==> config.mk <==
export PLATFORM = sky130hd
export DESIGN_NAME = lz77wd_ctrl
export DESIGN_NICKNAME = d
export VERILOG_FILES = /design/src/rtl/lz77wd_pkg.sv /design/src/rtl/lz77wd_ctrl.sv
export SDC_FILE = /design/constraint.sdc
export NUM_CORES = 1
export LEC_CHECK = 0
export BUFFER_PORTS_ARGS = -buffer_cell sky130_fd_sc_hd__clkbuf_2
export CORE_AREA = 2 2 39 41
export DETAILED_ROUTE_END_ITERATION = 8
export DIE_AREA = 0 0 41 43
export SYNTH_ARGS = -nofsm -noshare
export SYNTH_HDL_FRONTEND = slang
export SYNTH_SLANG_ARGS = --single-unit
==> constraint.sdc <==
create_clock -name clk -period 1.01 [get_ports clk]
set_input_delay 0.0505 -clock clk [delete_from_list [all_inputs] [get_ports clk]]
set_output_delay 0.0505 -clock clk [all_outputs]
set_load 0.05 [all_outputs]
==> src/rtl/lz77wd_pkg.sv <==
package lz77wd_pkg;

  localparam int WINDOW_DEPTH = 4096;
  localparam int AW = $clog2(WINDOW_DEPTH);
  // copy length is 2..17
  localparam int LW = 5;

  typedef struct packed {
    logic [7:0] in_byte;
    logic       chunk_start;
  } in_t;

  typedef struct packed {
    logic [7:0] out_byte;
    logic       run_last;
    logic       stream_end;
  } out_t;

  typedef struct packed {
    logic clr_en;
    logic take;
    logic rd_en;
    logic consume;
  } cmd_t;

  typedef struct packed {
    logic clr_last;
    logic out_free;
    logic have;
    logic rd_left_zero;
    logic wr_last;
    logic copy_go;
  } sts_t;

endpackage

==> src/rtl/lz77wd_ctrl.sv <==
module lz77wd_ctrl (
  input  logic              clk,
  input  logic              rst,
  input  logic              item_valid,
  input  lz77wd_pkg::sts_t  sts,
  output lz77wd_pkg::cmd_t  cmd,
  output logic              ready
);
  import lz77wd_pkg::*;

  typedef enum logic [2:0] {
    S_CLEAR = 3'b001,
    S_IDLE  = 3'b010,
    S_COPY  = 3'b100
  } state_t;

  state_t state;
  state_t state_next;

  always_comb begin
    cmd        = '0;
    ready      = 1'b0;
    state_next = state;
    unique case (state)
      S_CLEAR: begin
        cmd.clr_en = 1'b1;
        if (sts.clr_last) state_next = S_IDLE;
      end
      S_IDLE: begin
        ready    = sts.out_free;
        cmd.take = item_valid && sts.out_free;
        if (cmd.take && sts.copy_go) state_next = S_COPY;
      end
      S_COPY: begin
        // one read in flight; next read goes out as the held byte drains
        cmd.consume = sts.have && sts.out_free;
        cmd.rd_en   = !sts.rd_left_zero && (!sts.have || cmd.consume);
        if (cmd.consume && sts.wr_last) state_next = S_IDLE;
      end
      default: state_next = S_IDLE;
    endcase
  end

  always_ff @(posedge clk) begin
    if (rst) begin
      state <= S_CLEAR;
    end else begin
      state <= state_next;
    end
  end

endmodule

=== Word-level counts from Yosys, hierarchy flattened ===
Cells that the tools add are included.

* Bits of input ports: 9
* Logic and storage cells: 24
* Output and inout bits: 5
* Register bits after elaboration: 3

* Reductions and logical operators: 9
* Equal/unequal tests: 6
* Multiplexer cells: 8

{| class="wikitable"
|+ Operator list
! cell !! number
|-
| $mux 3 || 3
|-
| $pmux 3 s3 || 1
|-
| $ne 2x2->1 const B || 3
|-
| $logic_and 1x1->1 || 5
|-
| $eq 3x1->1 const B || 1
|-
| $eq 3x2->1 const B || 1
|-
| $eq 3x3->1 const B || 1
|-
| $mux 1 || 3
|-
| $reduce_and 3->1 || 1
|-
| $logic_not 1->1 || 2
|-
| $mux 2 || 1
|-
| $logic_or 1x1->1 || 1
|}

=== Depth between registers and ports, before layout ===
* Word-level depth: 4
* Depth in mapped cells: 3
* Mapped depth without buffers: 3

=== Worst setup path before layout ===
OpenSTA, ideal clock, no wires.

* Path kind: register to register
* From: reg state[0]
* To: reg state[1]
* Arrival time: 1,866 ps
* Slack: -976 ps
* Setup time: 121 ps
* Data required time: 889 ps
* Period minus slack after synthesis: 1,986 ps
* Buffers on the path: 0
* Stages on the path, launching flop included: 4
* Cell sequence: dfxtp_1 > nor3b_1 > a21o_1 > nor3b_1

* Word-level cells in the longest chain between the ends: 3
* Elaborated cells between the ends (all ways): 8
* Those cells by class: eq/ne (6); mux (1); reduce/logical (1)

{| class="wikitable"
|+ Ends and longest elaborated chain
! item !! line !! text
|-
| from (decl) || lz77wd_ctrl.sv:17 || <nowiki>state_t state;</nowiki>
|-
| from (signal assigned) || lz77wd_ctrl.sv:48 || <nowiki>state <= state_next;</nowiki>
|-
| $eq 3x3->1 (tied with other cells) || lz77wd_ctrl.sv:24 || <nowiki>unique case (state)</nowiki>
|-
| $ne 2x2->1 (no source line) || - ||
|-
| $reduce_and 3->1 (no source line) || - ||
|}

Parallel ways exist; a longest one is shown, timed or not.
A chain may end at the register's enable or synchronous reset.

==> metrics.md <==
| Metric | Value |
|---|---|
| Biggest regs | `state x3` |
| DR vias/cell | `3.842` |
| RSZ-0062 raised after global routing | `yes` |
| Worst Setup End Kind | `primary output` |
| Sink Count | `3` |
| CP Launch Type | `register` |
| Final Hold Fails | `0` |
| Cts hold-fix bufs | `0` |
| Pint | `0.3492 mW` |
| Max FO, Critical Path | `3` |
| HP Class | `in -> reg` |
| FF-to-FF setup slack | `-0.21 ns` |
| R2R cell count | `6` |
| Vias in the first global route | `231` |
| Leading area contributor after synthesis | `dfxtp_1` |
| Synthesis Warnings | `0` |
| #FFs+latches synth | `3` |
| GRT overflow | `0` |
| WHS Path Cells | `3` |
| Die area | `1763 µm²` |
| CTS tree | `yes` |
| Commonest cells post-synth | `dfxtp_1 (3), inv_1 (2), nor3b_1 (2)` |
| Routed WL | `533 µm` |
| Outcome | `finished, violations left` |
| Post-route clock period utilization | `137.1%` |
| Ys async rst share | `0%` |
| Min Clock Period, post-route | `1.385 ns` |
| Clock power share | `44.0%` |
| Setup WS post-layout | `-0.3746 ns` |
| Initial DRC count | `4` |
| Maximum VDD drop | `0.4036 mV` |
| Largest net degree at the start of global routing | `5` |
| Pwr/cell area | `1005 nW/µm²` |
| Initial antenna violation count | `0` |
| Setup TNS | `-2.012 ns` |
| Switching power | `0.1310 mW` |
| Sequential fraction of design power | `27.4%` |
| Max-Cap Viols | `0` |
| Mapped Area | `180.2 µm²` |
| Placer congestion estimate | `0.6153` |
| Syn_nets | `27` |
| Latest clock arrival within the worst-skew pair | `0.23 ns` |
| Post-synth EDFFs | `0` |
| Area grow syn2layout | `165.3%` |
| Layout fillers | `152` |
| Post-route DRC | `0` |
| Row Count | `14` |
| Failing checks | `setup timing` |
| Pleak | `0.2077 nW` |
| Core Area | `1384 µm²` |
| Hold EP | `state[2]$_SDFFE_PP0P_` |
| Dpl ws | `-0.2321 ns` |
| Antenna cells | `0` |
| Root Buffer Master | `clkbuf_4` |
| Max FFs per register | `3` |
| Arrival @ worst endpoint | `1.33 ns` |
| First-pass GRT wire length | `814 µm` |
| Final Skew | `0.002812 ns` |
| CP top delay family | `simple AND/OR/NAND/NOR gates` |
| Routed Antenna Nets | `0` |
| Hold Startpoint | `item_valid` |
| Global Route Usage Sum | `7.831%` |
| Boundary Pins | `14` |
| Distinct cells, synth | `14` |
| IO Port Bufs | `13` |
| Fmax | `722.2 MHz` |
| Chip height | `43 µm` |
| Slew @ Worst Pin | `0.2139 ns` |
| Slew HR | `85.73%` |
| Endpoints failing setup | `8` |
| Dominant cells by area after synthesis | `dfxtp_1 (33%), a31oi_4 (12%), nor3b_1 (8.3%)` |
| HPWL after detailed placement | `400.9 µm` |
| WL per Instance | `9.351 µm` |
| Crit-path cells | `or3b_4, nor3_4, buf_8` |
| Count leader, synth | `dfxtp_1` |
| Slew Viols, Final | `0` |
| Synth Instances | `18` |
| Final core utilization | `34.54%` |
| # nets final | `51` |
| Clk buf depth | `2` |
| Post-synth top area share | `33.33%` |
| Starting Density | `13.02%` |
| Setup Crit Path Kind | `reg -> out` |
| FF-to-FF Start | `state[1]$_SDFFE_PP0P_` |
| Critical Path Max Stage Delay | `0.43 ns` |
| Seq/Total Area, Yosys | `33.33%` |
| Share of cells above drive strength 1 | `85.37%` |
| H-Tree Depth | `1` |
| Slowest cell on crit path | `or3b_4` |
| Combinational Power Share | `28.6%` |
| Worst-path clk slew | `0.04 ns` |
| Vias after detailed routing | `219` |
| Largest reg by FF count | `state` |
| CTS buffer count | `3` |
| Mapped Avg Cell Area | `10.01 µm²` |
| Fin Hold WS | `0.08780 ns` |
| DR pass1 iterations | `2` |
| Fin area | `478.0 µm²` |
| Reg2Reg Capture Point | `state[1]$_SDFFE_PP0P_` |
| Placed Area | `322.8 µm²` |
| Die Width | `41 µm` |
| Buf/Inv on CP | `1` |
| Sw Share | `27.28%` |
| Primary FF master, synth | `dfxtp_1` |
| Data required, critical path | `0.96 ns` |
## per-layer routing
metal	share of wire (%)	routed length, µm	track usage [%]	vias to the layer above
met5	0	0	0	-
met4	0	0	8.000	0
met3	8.4	45	3.141	0
met2	54	290	12.50	10
met1	37	197	6.431	99
li1	-	-	-	110
## layout by cell type, fill, tap and decap left out, types with 2 or more instances in the layout
master,n
clkbuf_2,8
buf_6,5
clkbuf_4,3
buf_8,3
dfxtp_2,3
inv_1,2
clkbuf_16,2
## cells by family (layout without fill, tap and decap cells)
group                  Yosys count  in the layout  synth area share [%]
buffers and inverters            2             25                 4.168
AO/OA/AOI/OAI                    3              3                 24.30
AND/OR/NAND/NOR                 10             10                 38.19
flip-flops                       3              3                 33.33
## what timing repair did
item / in CTS / in global routing
gates cloned: 0 / 0
endpoints found under the setup margin: 7 / 7
resized for setup: 14 / 9
pin swaps: 3 / 3
buffers inserted: 0 / 3
## area by class of cell
| cell class | count | area, µm² | share of cell area, % |
|---|---|---|---|
| clock buffers | 4 | 26.28 | 5.497 |
| inverters | 2 | 7.507 | 1.571 |
| well taps | 16 | 20.02 | 4.188 |
| flip-flops and latches | 3 | 63.81 | 13.35 |
| repair buffers | 19 | 198.9 | 41.62 |
| multi-input cells | 13 | 161.4 | 33.77 |
## worst min-delay path, stage by stage
cell and delay (ns):
clkbuf_2 0.11, nand3_4 0.06, o2bb2ai_2 0.05
## how the worst max path moves through the flow
stage | start | end | slack, ns | cells past startpoint
after global routing | state[1]$_SDFFE_PP0P_ | cmd[1] | -0.43 | 3
after detailed placement | state[0]$_SDFFE_PP1P_ | cmd[1] | -0.23 | 3
after global placement | state[0]$_SDFFE_PP1P_ | cmd[1] | -0.23 | 3
after CTS | state[1]$_SDFFE_PP0P_ | cmd[1] | -0.40 | 3
final | state[1]$_SDFFE_PP0P_ | cmd[1] | -0.37 | 3
after floorplan | state[2]$_SDFFE_PP0P_ | cmd[1] | -0.28 | 2
## power by group through the flow
stage	registers, mW	clock network (mW)	logic (mW)
after floorplan	0.135	0	0.0520
after global placement	0.132	0	0.0956
after detailed placement	0.133	0	0.0963
after CTS	0.131	0.223	0.116
after global routing	0.132	0.232	0.147
final	0.131	0.211	0.137
## stage by stage
| step | cells | power, mW |
|---|---|---|
| 2_1_floorplan | 18 | 0.1868 |
| 3_5_place_dp | 50 | 0.2290 |
| 6_report | 57 | 0.4802 |
| 4_1_cts | 54 | 0.4713 |
| 3_3_place_gp | 50 | 0.2281 |
| 5_1_grt | 57 | 0.5107 |
Power figures use the tool's default switching activity.
